[config.mk]
export PLATFORM = sky130hd
export DESIGN_NAME = calendar_date_offset_normalize
export DESIGN_NICKNAME = d
export VERILOG_FILES = /design/src/rtl/core/cdon_pkg.sv /design/src/rtl/core/cdon_len_unit.sv /design/src/rtl/core/cdon_core.sv /design/src/rtl/core/calendar_date_offset_normalize.sv
export SDC_FILE = /design/constraint.sdc
export NUM_CORES = 1
export LEC_CHECK = 0
export BUFFER_PORTS_ARGS = -buffer_cell sky130_fd_sc_hd__buf_2
export CAP_MARGIN = 5
export CORE_ASPECT_RATIO = 0.9
export CORE_MARGIN = 4
export CORE_UTILIZATION = 45
export DETAILED_ROUTE_END_ITERATION = 6
export MAX_ROUTING_LAYER = met4
export PLACE_DENSITY = 0.64
export SYNTH_ARGS = -nofsm -noshare
export SYNTH_HDL_FRONTEND = slang
export SYNTH_HIERARCHICAL = 1
export SYNTH_SLANG_ARGS = --single-unit
export TNS_END_PERCENT = 50
[constraint.sdc]
create_clock -name clk -period 6.9 [get_ports clk]
set_clock_uncertainty 0.05 [all_clocks]
set_input_delay 0.345 -clock clk [delete_from_list [all_inputs] [get_ports clk]]
set_output_delay 0.345 -clock clk [all_outputs]
set_load 0.01 [all_outputs]
[src/rtl/core/cdon_pkg.sv]
// Shared types and constants for the calendar date offset and normalize block.
// Used by cdon_len_unit, cdon_core and calendar_date_offset_normalize.
// No dependencies.
package cdon_pkg;

    // Internal widths, sized to the worst-case intermediate values.
    localparam int YEAR_W = 18;   // year during normalization
    localparam int MON_W  = 14;   // month before wrapping into 1..12
    localparam int DAY_W  = 17;   // running day count
    localparam int RES_W  = 9;    // year modulo 400
    localparam int ACC_W  = 17;   // biased year for the residue reduction
    localparam int CNT_W  = 3;    // residue reduction step counter

    // Field widths of the ports.
    localparam int OUT_YEAR_W = 16;
    localparam int MONTH_W    = 4;
    localparam int DOM_W      = 5;

    // Calendar constants.
    localparam int MONTHS_PER_YEAR = 12;
    localparam int LEAP_CYCLE      = 400;
    localparam int CENTURY         = 100;
    localparam int FEB_DAYS        = 28;
    localparam int SHORT_DAYS      = 30;
    localparam int LONG_DAYS       = 31;
    localparam int MONTH_FEB       = 2;
    localparam int MONTH_APR       = 4;
    localparam int MONTH_JUN       = 6;
    localparam int MONTH_SEP       = 9;
    localparam int MONTH_NOV       = 11;

    // Bias that makes every pre-normalization year positive; a multiple of 400.
    localparam int YEAR_BIAS = 51200;
    localparam int RES_STEPS = 8;

    // Saturation bounds of the output year.
    localparam int YEAR_MAX = 32767;
    localparam int YEAR_MIN = -32768;

    typedef enum logic [2:0] {
        ST_IDLE,
        ST_MWRAP,
        ST_RESID,
        ST_DAYS,
        ST_FINISH
    } state_t;

    typedef struct packed {
        logic signed [OUT_YEAR_W-1:0] year;
        logic [MONTH_W-1:0]           month;
        logic [DOM_W-1:0]             day;
        logic                         overflow;
    } result_t;

endpackage

[src/rtl/core/cdon_len_unit.sv]
// Month length unit: Gregorian leap rule from the year residue modulo 400.
// Depends on cdon_pkg.
module cdon_len_unit (
    input  logic                          year_neg,
    input  logic [cdon_pkg::RES_W-1:0]    year_res,
    input  logic [cdon_pkg::MONTH_W-1:0]  month,
    output logic [cdon_pkg::DOM_W-1:0]    len
);

    logic [cdon_pkg::RES_W-1:0] test_res;
    logic                       leap;

    // Map a negative year y to 1-y, modulo 400.
    always_comb
    begin
        if (!year_neg)
        begin
            test_res = year_res;
        end
        else if (year_res <= cdon_pkg::RES_W'(1))
        begin
            test_res = cdon_pkg::RES_W'(1) - year_res;
        end
        else
        begin
            test_res = cdon_pkg::RES_W'(cdon_pkg::LEAP_CYCLE + 1) - year_res;
        end
    end

    // Leap when divisible by 4 and not a plain century.
    assign leap = (test_res[1:0] == 2'b00)
               && (test_res != cdon_pkg::RES_W'(cdon_pkg::CENTURY))
               && (test_res != cdon_pkg::RES_W'(2 * cdon_pkg::CENTURY))
               && (test_res != cdon_pkg::RES_W'(3 * cdon_pkg::CENTURY));

    // Pick the month length.
    always_comb
    begin
        if (month == cdon_pkg::MONTH_W'(cdon_pkg::MONTH_FEB))
        begin
            len = cdon_pkg::DOM_W'(cdon_pkg::FEB_DAYS) + {{(cdon_pkg::DOM_W-1){1'b0}}, leap};
        end
        else if ((month == cdon_pkg::MONTH_W'(cdon_pkg::MONTH_APR))
              || (month == cdon_pkg::MONTH_W'(cdon_pkg::MONTH_JUN))
              || (month == cdon_pkg::MONTH_W'(cdon_pkg::MONTH_SEP))
              || (month == cdon_pkg::MONTH_W'(cdon_pkg::MONTH_NOV)))
        begin
            len = cdon_pkg::DOM_W'(cdon_pkg::SHORT_DAYS);
        end
        else
        begin
            len = cdon_pkg::DOM_W'(cdon_pkg::LONG_DAYS);
        end
    end

endmodule

[src/rtl/core/cdon_core.sv]
// Sequencer and datapath: field sums, month wrap, year residue, day stepping.
// Depends on cdon_pkg and cdon_len_unit.
module cdon_core (
    input  logic                 clk,
    input  logic                 rst_n,
    input  logic                 start,
    input  logic                 mode,
    input  logic signed [15:0]   base_year,
    input  logic [3:0]           base_month,
    input  logic [4:0]           base_day,
    input  logic signed [12:0]   offset_years,
    input  logic signed [12:0]   offset_months,
    input  logic signed [15:0]   offset_days,
    input  logic                 res_free,
    output logic                 busy,
    output logic                 done,
    output cdon_pkg::result_t    result
);

    localparam int YW = cdon_pkg::YEAR_W;
    localparam int MW = cdon_pkg::MON_W;
    localparam int DW = cdon_pkg::DAY_W;
    localparam int RW = cdon_pkg::RES_W;
    localparam int AW = cdon_pkg::ACC_W;
    localparam int CW = cdon_pkg::CNT_W;
    localparam int NW = cdon_pkg::MONTH_W;

    cdon_pkg::state_t state_reg, state_next;

    logic signed [YW-1:0] y_reg, y_next;
    logic signed [MW-1:0] m_reg, m_next;
    logic signed [DW-1:0] d_reg, d_next;
    logic [RW-1:0]        res_reg, res_next;
    logic [AW-1:0]        acc_reg, acc_next;
    logic [CW-1:0]        cnt_reg, cnt_next;

    // Operands of the sums at accept.
    logic signed [YW-1:0] add_y, off_y;
    logic signed [MW-1:0] add_m, off_m;
    logic signed [DW-1:0] add_d, off_d;

    // Day stepping signals.
    logic [NW-1:0]        cur_m, dec_m, inc_m, len_m;
    logic signed [YW-1:0] dec_y;
    logic [RW-1:0]        dec_res, inc_res;
    logic                 borrow;
    logic [cdon_pkg::DOM_W-1:0] len;
    logic signed [DW-1:0] len_ext;

    // Residue reduction trial.
    logic [AW-1:0] sub_val;
    logic [AW:0]   trial;

    assign add_y = YW'(base_year);
    assign off_y = YW'(offset_years);
    assign add_m = MW'({1'b0, base_month}) - MW'(1);
    assign off_m = MW'(offset_months);
    assign add_d = $signed({{(DW-5){1'b0}}, base_day});
    assign off_d = DW'(offset_days);

    assign cur_m   = m_reg[NW-1:0];
    assign borrow  = (d_reg < DW'(1));
    assign dec_m   = (cur_m == NW'(1)) ? NW'(cdon_pkg::MONTHS_PER_YEAR) : cur_m - NW'(1);
    assign inc_m   = (cur_m == NW'(cdon_pkg::MONTHS_PER_YEAR)) ? NW'(1) : cur_m + NW'(1);
    assign dec_y   = (cur_m == NW'(1)) ? y_reg - YW'(1) : y_reg;
    assign dec_res = (res_reg == '0) ? RW'(cdon_pkg::LEAP_CYCLE - 1) : res_reg - RW'(1);
    assign inc_res = (res_reg == RW'(cdon_pkg::LEAP_CYCLE - 1)) ? '0 : res_reg + RW'(1);
    assign len_m   = borrow ? dec_m : cur_m;
    assign len_ext = $signed({{(DW-cdon_pkg::DOM_W){1'b0}}, len});

    assign sub_val = AW'(cdon_pkg::LEAP_CYCLE) << cnt_reg;
    assign trial   = {1'b0, acc_reg} - {1'b0, sub_val};

    // Shared month length unit: the borrow target or the current month.
    cdon_len_unit u_len (
        .year_neg (borrow ? dec_y[YW-1] : y_reg[YW-1]),
        .year_res ((borrow && (cur_m == NW'(1))) ? dec_res : res_reg),
        .month    (len_m),
        .len      (len)
    );

    // Hold state and working registers.
    always_ff @(posedge clk or negedge rst_n)
    begin
        if (!rst_n)
        begin
            state_reg <= cdon_pkg::ST_IDLE;
        end
        else
        begin
            state_reg <= state_next;
        end
    end

    always_ff @(posedge clk)
    begin
        y_reg   <= y_next;
        m_reg   <= m_next;
        d_reg   <= d_next;
        res_reg <= res_next;
        acc_reg <= acc_next;
        cnt_reg <= cnt_next;
    end

    // Sequence the steps.
    always_comb
    begin
        state_next = state_reg;
        y_next     = y_reg;
        m_next     = m_reg;
        d_next     = d_reg;
        res_next   = res_reg;
        acc_next   = acc_reg;
        cnt_next   = cnt_reg;
        done       = 1'b0;

        unique case (state_reg)
            cdon_pkg::ST_IDLE:
            begin
                // Add or subtract the offset field by field; month kept zero-based.
                if (start)
                begin
                    if (mode)
                    begin
                        y_next = add_y - off_y;
                        m_next = add_m - off_m;
                        d_next = add_d - off_d;
                    end
                    else
                    begin
                        y_next = add_y + off_y;
                        m_next = add_m + off_m;
                        d_next = add_d + off_d;
                    end
                    state_next = cdon_pkg::ST_MWRAP;
                end
            end

            cdon_pkg::ST_MWRAP:
            begin
                // Wrap the month by twelve a step, carrying into the year.
                if (m_reg < MW'(0))
                begin
                    m_next = m_reg + MW'(cdon_pkg::MONTHS_PER_YEAR);
                    y_next = y_reg - YW'(1);
                end
                else if (m_reg >= MW'(cdon_pkg::MONTHS_PER_YEAR))
                begin
                    m_next = m_reg - MW'(cdon_pkg::MONTHS_PER_YEAR);
                    y_next = y_reg + YW'(1);
                end
                else
                begin
                    m_next     = m_reg + MW'(1);
                    acc_next   = AW'(y_reg + YW'(cdon_pkg::YEAR_BIAS));
                    cnt_next   = CW'(cdon_pkg::RES_STEPS - 1);
                    state_next = cdon_pkg::ST_RESID;
                end
            end

            cdon_pkg::ST_RESID:
            begin
                // Reduce the biased year modulo 400, one shifted subtract a step.
                if (!trial[AW])
                begin
                    acc_next = trial[AW-1:0];
                end
                if (cnt_reg == '0)
                begin
                    res_next   = acc_next[RW-1:0];
                    state_next = cdon_pkg::ST_DAYS;
                end
                else
                begin
                    cnt_next = cnt_reg - CW'(1);
                end
            end

            cdon_pkg::ST_DAYS:
            begin
                // Borrow from the previous month or carry into the next one.
                if (borrow)
                begin
                    m_next = $signed({{(MW-NW){1'b0}}, dec_m});
                    if (cur_m == NW'(1))
                    begin
                        y_next   = dec_y;
                        res_next = dec_res;
                    end
                    d_next = d_reg + len_ext;
                end
                else if (d_reg > len_ext)
                begin
                    d_next = d_reg - len_ext;
                    m_next = $signed({{(MW-NW){1'b0}}, inc_m});
                    if (cur_m == NW'(cdon_pkg::MONTHS_PER_YEAR))
                    begin
                        y_next   = y_reg + YW'(1);
                        res_next = inc_res;
                    end
                end
                else
                begin
                    state_next = cdon_pkg::ST_FINISH;
                end
            end

            cdon_pkg::ST_FINISH:
            begin
                // Hand the word over once the output register can take it.
                if (res_free)
                begin
                    done       = 1'b1;
                    state_next = cdon_pkg::ST_IDLE;
                end
            end

            default:
            begin
                state_next = cdon_pkg::ST_IDLE;
            end
        endcase
    end

    assign busy = (state_reg != cdon_pkg::ST_IDLE);

    // Saturate the year into the output range.
    always_comb
    begin
        result.month = cur_m;
        result.day   = d_reg[cdon_pkg::DOM_W-1:0];
        if (y_reg > YW'(cdon_pkg::YEAR_MAX))
        begin
            result.year     = cdon_pkg::OUT_YEAR_W'(cdon_pkg::YEAR_MAX);
            result.overflow = 1'b1;
        end
        else if (y_reg < YW'(cdon_pkg::YEAR_MIN))
        begin
            result.year     = cdon_pkg::OUT_YEAR_W'(cdon_pkg::YEAR_MIN);
            result.overflow = 1'b1;
        end
        else
        begin
            result.year     = y_reg[cdon_pkg::OUT_YEAR_W-1:0];
            result.overflow = 1'b0;
        end
    end

endmodule

[src/rtl/core/calendar_date_offset_normalize.sv]
// Top level of the calendar date offset and normalize block.
// Depends on cdon_pkg and cdon_core (which uses cdon_len_unit).
//
// Adds (mode 0) or subtracts (mode 1) a year/month/day offset to a date and
// normalizes the result on the Gregorian calendar. One word is processed at
// a time: in_stall is high from the accept until the result has been moved
// into the output register. After the accept the month sum is wrapped by
// twelve a step, carrying into the year; the biased year is reduced modulo
// 400; the day count is stepped across month boundaries; then the result is
// handed over. The month wrap moves twelve months per cycle, taking about
// |month sum| / 12 steps, and the day stepping moves one month per cycle
// through the shared month length unit, taking about |offset_days| / 30
// steps. The handover waits while the output register still holds a stalled
// word. The output register holds a finished word while the next one is
// accepted. Years beyond -32768..32767 saturate and raise year_overflow.
module calendar_date_offset_normalize (
    input  logic                 clk,
    input  logic                 rst_n,
    input  logic                 in_valid,
    output logic                 in_stall,
    input  logic                 mode,
    input  logic signed [15:0]   base_year,
    input  logic [3:0]           base_month,
    input  logic [4:0]           base_day,
    input  logic signed [12:0]   offset_years,
    input  logic signed [12:0]   offset_months,
    input  logic signed [15:0]   offset_days,
    output logic                 out_valid,
    input  logic                 out_stall,
    output logic signed [15:0]   result_year,
    output logic [3:0]           result_month,
    output logic [4:0]           result_day,
    output logic                 year_overflow
);

    logic               busy;
    logic               done;
    logic               res_free;
    cdon_pkg::result_t  core_result;
    cdon_pkg::result_t  out_reg;
    logic               out_valid_reg, out_valid_next;

    assign in_stall = busy;
    assign res_free = !out_valid_reg || !out_stall;

    cdon_core u_core (
        .clk           (clk),
        .rst_n         (rst_n),
        .start         (in_valid && !busy),
        .mode          (mode),
        .base_year     (base_year),
        .base_month    (base_month),
        .base_day      (base_day),
        .offset_years  (offset_years),
        .offset_months (offset_months),
        .offset_days   (offset_days),
        .res_free      (res_free),
        .busy          (busy),
        .done          (done),
        .result        (core_result)
    );

    // Load a finished word, drop it once taken.
    always_comb
    begin
        if (done)
        begin
            out_valid_next = 1'b1;
        end
        else if (out_valid_reg && !out_stall)
        begin
            out_valid_next = 1'b0;
        end
        else
        begin
            out_valid_next = out_valid_reg;
        end
    end

    always_ff @(posedge clk or negedge rst_n)
    begin
        if (!rst_n)
        begin
            out_valid_reg <= 1'b0;
        end
        else
        begin
            out_valid_reg <= out_valid_next;
        end
    end

    always_ff @(posedge clk)
    begin
        if (done)
        begin
            out_reg <= core_result;
        end
    end

    assign out_valid     = out_valid_reg;
    assign result_year   = out_reg.year;
    assign result_month  = out_reg.month;
    assign result_day    = out_reg.day;
    assign year_overflow = out_reg.overflow;

endmodule

==> results of run 1 <==
layer usage:
| layer | GRT usage (%) | vias to the layer above |
|---|---|---|
| li1 | - | 4997 |
| met1 | 30.4 | 4591 |
| met2 | 30.4 | 327 |
| met3 | 2.78 | 23 |
| met4 | 4.41 | 0 |
| met5 | - | - |
worst reg2reg max path, cell delays in order (launching register included):
cell and delay, ns:
edfxtp_1 0.54, or3_1 0.46, nor3_2 0.21, nor4b_2 0.34
o21ai_1 0.14, nor3_1 0.37, nand2_1 0.21, nor2_1 0.17
xor2_1 0.16, buf_4 0.21, inv_1 0.13, a221oi_2 0.30
o41ai_2 0.13, o21bai_1 0.17, and4b_1 0.27, nor3_2 0.06
ha_1 0.22, nor2b_1 0.11, o21ai_0 0.10, a21oi_1 0.16
o21ai_0 0.10, buf_4 0.17, a21oi_1 0.18, and4b_1 0.25
o22a_1 0.23, inv_1 0.42
where the power goes:
part | total, mW | internal, mW | switching [mW]
Sequential | 1.57 | 1.17 | 0.397
Combinational | 2.98 | 1.19 | 1.78
Clock | 0.542 | 0.286 | 0.256
cell usage in the layout, fill, tap and decap left out, types with 5 or more instances in the layout:
cell / instances
edfxtp_1: 104
ha_1: 79
nor3b_1: 9
nand4_1: 12
buf_4: 16
clkbuf_16: 9
a211oi_1: 9
o31ai_1: 6
o211ai_1: 10
o22ai_1: 29
inv_1: 68
and2_1: 10
nor2b_1: 15
nand2_1: 139
o221a_2: 9
a221oi_1: 11
nor2_1: 170
a31oi_1: 12
fa_1: 5
o21bai_1: 9
nor3_2: 5
xnor2_1: 77
o21a_1: 12
or3_1: 9
a21oi_1: 83
nand3_1: 40
o21ai_0: 82
buf_2: 99
o221ai_1: 10
nor4_1: 12
mux2i_1: 15
a21o_1: 9
and3_1: 16
xor2_1: 42
nand2b_1: 11
nor3_1: 52
a22oi_1: 5
worst max-delay path by stage:
stage / end / start / slack, ns
after floorplan: u_core/y_reg[0]$_DFFE_PP_ / u_core/d_reg[9]$_DFFE_PP_ / 0.11
after global placement: u_core/m_reg[6]$_DFFE_PP_ / u_core/d_reg[9]$_DFFE_PP_ / 0.90
after detailed placement: u_core/m_reg[5]$_DFFE_PP_ / u_core/d_reg[7]$_DFFE_PP_ / 0.75
after CTS: u_core/m_reg[4]$_DFFE_PP_ / u_core/d_reg[7]$_DFFE_PP_ / 0.71
after global routing: u_core/m_reg[2]$_DFFE_PP_ / u_core/d_reg[7]$_DFFE_PP_ / 0.13
final: u_core/m_reg[4]$_DFFE_PP_ / u_core/y_reg[2]$_DFFE_PP_ / 0.70
kinds of logic (layout without fill, tap and decap cells):
logic type	Yosys count	in the layout	share of synthesized area (%)
buffers and inverters	155	201	6.21
AND/OR/NAND/NOR	527	527	22.8
adder cells (fa/ha/maj)	84	84	9.84
flip-flops	108	108	29.1
multiplexers	17	17	1.56
AO/OA/AOI/OAI	345	345	20.8
XOR/XNOR	120	120	9.62
other	1	3	0.0339
cells in the mapped netlist, drive strengths merged, types with 7 or more instances:
library cell	n	share of area, %
xor2	42	3.3
a31oi	12	0.68
nand4	12	0.68
and2	10	0.57
xnor2	77	6.1
a211oi	9	0.61
nor3	57	2.8
buf	34	2.1
edfxtp	104	28
o211ai	11	0.79
nor4	12	0.68
or3	9	0.51
o21a	12	0.81
o21ai	86	3.9
o21bai	9	0.61
inv	68	2.3
clkbuf	52	1.8
o221a	9	0.92
ha	79	8.9
mux2i	15	1.4
nor3b	10	0.72
a221oi	12	1.0
nand2	139	4.7
nor2	170	5.8
o31ai	7	0.52
and3	16	0.90
o221ai	10	0.79
o22ai	31	1.9
nand3	40	1.8
a21o	10	0.69
nor2b	16	0.90
nand2b	11	0.62
a21oi	86	4.1
metrics by stage:
stage,utilization (%),power (mW),worst slack [ns],cells
floorplan,-,3.81,0.114,1359
global placement,48.2,4.45,0.904,1696
detailed placement,48.2,4.50,0.751,1696
CTS,49.5,5.06,0.715,1713
global route,49.5,5.54,0.127,1713
finish,49.5,5.09,0.697,1713
layout make-up:
class	count	area (sq um)	share of cell area, %
Tap cell	308	385	3.22
Timing Repair Buffer	116	626	5.23
Inverter	69	259	2.16
Clock inverter	6	75.1	0.627
Clock buffer	10	229	1.91
Sequential cell	108	3220	26.9
Multi-Input combinational cell	1096	7170	59.9
timing repair:
item,CTS,global route
hold buffers,1,0
setup buffers,0,0
endpoints found under the hold margin,4,0
==> results.toml, run 1 <==
[placement]
gp_congestion = 0.900
dp_hpwl_mm = 21.4
dpl_cell_area_sq_um = 11700
io_buffers = 99

[routing]
wl_met3_mm = 1.78
drc = 0
maxUsedRoutingLayer = "met4"
wl_per_cell_microns = 16.3
drtIter0Drc = 743
wl_mm = 28.0
wl_met1_mm = 14.1
dr.pass1.iters = 5
antenna_left = 0
num_vias = 9938
wl_met2_mm = 11.8
viasPerCell = 5.80

[global_route]
antenna_found_initial = 0
track_usage_pct = 20.6
grt_pass1_vias = 9134
grt_max_degree = 50
grt_pass1_wl_mm = 45.9
grt_overflow = 0

[worst_setup_path]
crit_arrival_ns = 6.14
cp_num_buf_inv = 4
worst-path-stages = 25
critPathMaxFanout = 12
end_kind = "register"
slowest_delay_ns = 0.54
critPathLaunchType = "register"
crit_family = "simple AND/OR/NAND/NOR gates"
worst-r2r-setup-slack_ns = 0.70
cp.required_ns = 6.84
reg2regPathDepth = 25
crit_path_top_delay_cell = "edfxtp_1"
r2r-end = "u_core/m_reg[4]$_DFFE_PP_"
timing.rr.start = "u_core/y_reg[2]$_DFFE_PP_"
crit_type = "reg2reg"

[logic_synthesis]
async_reset_ff_share_pct = 3.70
seq_area_frac_synth_pct = 29.1
syn_inst = 1357
syn_avg_cell_area_sq_um = 8.15
yosysWarnings = 6
ys.flop_type = "edfxtp_1"
syn_area_sq_um = 11100
ys_ff_latch = 108
ys_types = 93
synth_edf_count = 104

[timing]
tightestPinTransition_ns = 1.04
fin_crit_sh_pct = 89.9
finalHoldViolations = 0
hold_slack_ns = 0.160
rsz0062_at_grt = "false"
period_needed_ns = 6.20
slew_violations = 0
max_freq_mhz = 161
setup_viol = 0
maxSlewHeadroom_pct = 30.9
fin_setup_tns_ns = 0

[clock_tree]
htree_levels = 3
clk_pin_slew_ns = 0.08
clock_sink_count = 108
cts_tree = "yes"
clock_path_buffers = 2
cts_buffers = 9
clk_latency_ns = 0.35
cts-root-buf = "clkbuf_16"
ctsResizeCount = 0

[finish]
diodes = 0
fin_nets = 1556
fill_cells = 2379
largest_reg_flops = 18
design_area_sq_um = 12000
syn_to_final_growth_pct = 8.15
final_layout_size_suffix_gt1_share_pct = 12.2

[floorplan]
die_h_microns = 157
core_sq_um = 24200
dieArea_sq_um = 27200
dieWidth_microns = 173
rows = 54
io_pins = 100
start_util_pct = 45.7

[min_path]
min_from = "out_stall"
whs_endpoint = "out_valid$_DFFE_PN0P_"
worstHoldPathCells = 2
hold_path_class = "in2reg"

[outcome]
run_status = "completed"

[power_and_ir_drop]
leakagePower_nw = 4.77
power.density_nw_per_um2 = 425
ir_worst_vdd_mv = 0.193

[flow_run]
maxCapViolCount = 0
Note: power is estimated with default switching activity, not from simulation.
==> inputs of run 2 (changes only) <==
CTS_BUF_LIST = sky130_fd_sc_hd__clkbuf_4 sky130_fd_sc_hd__clkbuf_8 sky130_fd_sc_hd__clkbuf_16   (was unset)
==> run 2 against run 1 <==
Die area did not move. Total power about the same. Count of clock-buffer cells in the layout stayed put. Final cell count is the same. Flip-flop and latch count did not move. Sequential share of layout area is essentially flat. Largest cell class unchanged. Worst hold slack barely moved. Fmax about the same. Sequential power about the same.
==> results.toml, run 2 (synthesis gave the netlist of run 1 again) <==
[timing]
tightestPinTransition_ns = 1.04
fin_setup_tns_ns = 0
setup_viol = 0
fin_crit_sh_pct = 89.9
max_freq_mhz = 161
rsz0062_at_grt = "false"
finalHoldViolations = 0
slew_violations = 0
period_needed_ns = 6.20
hold_slack_ns = 0.160
maxSlewHeadroom_pct = 30.9

[min_path]
hold_path_class = "in2reg"

[routing]
wl_per_cell_microns = 16.3
antenna_left = 0
wl_met2_mm = 11.8
viasPerCell = 5.81
drc = 0
wl_met1_mm = 14.1
dr.pass1.iters = 5
wl_mm = 27.9
maxUsedRoutingLayer = "met4"
num_vias = 9946
drtIter0Drc = 737
wl_met3_mm = 1.77

[outcome]
run_status = "completed"

[floorplan]
dieArea_sq_um = 27200
io_pins = 100
die_h_microns = 157
core_sq_um = 24200
start_util_pct = 45.7
dieWidth_microns = 173
rows = 54

[global_route]
track_usage_pct = 20.6
antenna_found_initial = 0
grt_overflow = 0
grt_max_degree = 50
grt_pass1_wl_mm = 45.9
grt_pass1_vias = 9134

[finish]
final_cell_mix = "170 x nor2_1, 139 x nand2_1, 104 x edfxtp_1"
largest_reg_flops = 18
layout_commonest_cell = "nor2_1"
fill_cells = 2380
final_layout_size_suffix_gt1_share_pct = 12.3
seqCellArea_sq_um = 3220
multi_input_area_sq_um = 7170
syn_to_final_growth_pct = 8.19
fin_nets = 1556
diodes = 0

[worst_setup_path]
crit_type = "reg2reg"
critPathMaxFanout = 12
cp.required_ns = 6.84
critPathLaunchType = "register"
end_kind = "register"
crit_arrival_ns = 6.14

[clock_tree]
clk_latency_ns = 0.35
cts_tree = "yes"
clk_pin_slew_ns = 0.08
htree_levels = 3
cts_setup_buffers = 0
cts-root-buf = "clkbuf_16"
clock_path_buffers = 2
clock_sink_count = 108
cts_buffers = 9

[power_and_ir_drop]
leakagePower_nw = 4.77
power.density_nw_per_um2 = 426
ir_worst_vdd_mv = 0.193

[placement]
io_buffers = 99
dp_hpwl_mm = 21.4
gp_congestion = 0.900

[flow_run]
maxCapViolCount = 0
==> run 2: cell count changes in the layout (fill, tap and decap cells not counted) <==
cell      delta
clkbuf_4     +1
clkbuf_1     -1
==> run 2: critical path, stage by stage, from the launching register on <==
cell,delay [ns]
edfxtp_1,0.54
or3_1,0.46
nor3_2,0.21
nor4b_2,0.34
o21ai_1,0.14
nor3_1,0.37
nand2_1,0.21
nor2_1,0.17
xor2_1,0.16
buf_4,0.21
inv_1,0.13
a221oi_2,0.30
o41ai_2,0.13
o21bai_1,0.17
and4b_1,0.27
nor3_2,0.06
ha_1,0.22
nor2b_1,0.11
o21ai_0,0.10
a21oi_1,0.16
o21ai_0,0.10
buf_4,0.17
a21oi_1,0.18
and4b_1,0.25
o22a_1,0.23
inv_1,0.42
==> run 2: routing by layer <==
layer  up-vias  global-route usage, %
met3        23                   2.78
met4         0                   4.41
met2       325                   30.4
met1      4599                   30.4
met5         -                      -
li1       4999                      -
==> run 2: path summary, 6_finish.rpt <==
kind                            depth (start not counted)                         endpoint  slack (ns)                       from
worst max-delay path                                   25        u_core/m_reg[4]$_DFFE_PP_        0.70  u_core/y_reg[2]$_DFFE_PP_
worst min-delay path                                    2            out_valid$_DFFE_PN0P_        0.16                  out_stall
worst max register to register                         25        u_core/m_reg[4]$_DFFE_PP_        0.70  u_core/y_reg[2]$_DFFE_PP_
worst min register to register                          1            out_valid$_DFFE_PN0P_        0.45      out_valid$_DFFE_PN0P_
max in group asynchronous                               2  u_core/state_reg[1]$_DFFE_PN0P_        6.36                      rst_n
min in group asynchronous                               2            out_valid$_DFFE_PN0P_        0.29                      rst_n
==> run 2: metrics by stage <==
stage / util, % / power [mW] / instance area (sq um) / cells / setup slack (ns)
2_1_floorplan: - / 3.81 / 11100 / 1359 / 0.114
3_3_place_gp: 48.2 / 4.45 / 11700 / 1696 / 0.904
3_5_place_dp: 48.2 / 4.50 / 11700 / 1696 / 0.751
4_1_cts: 49.5 / 5.06 / 12000 / 1713 / 0.715
5_1_grt: 49.5 / 5.54 / 12000 / 1713 / 0.127
6_report: 49.5 / 5.09 / 12000 / 1713 / 0.699
==> run 2: what timing repair did <==
item | in CTS | in global routing
hold buffers | 1 | 0
endpoints found under the hold margin | 4 | 0
gates resized for setup | 0 | 0
endpoints found under the setup margin | 0 | 0
==> run 2: power by group <==
part	total, mW	switching [mW]	internal, mW
Sequential	1.57	0.398	1.17
Combinational	2.98	1.78	1.19
Clock	0.546	0.256	0.290
Total	5.09	2.44	2.66
==> run 2: layout make-up <==
cell class / instances / share of cell area (%)
Clock buffer: 10 / 1.94
Clock inverter: 6 / 0.627
Inverter: 69 / 2.16
Multi-Input combinational cell: 1096 / 59.9
Sequential cell: 108 / 26.9
Tap cell: 308 / 3.22
Timing Repair Buffer: 116 / 5.23
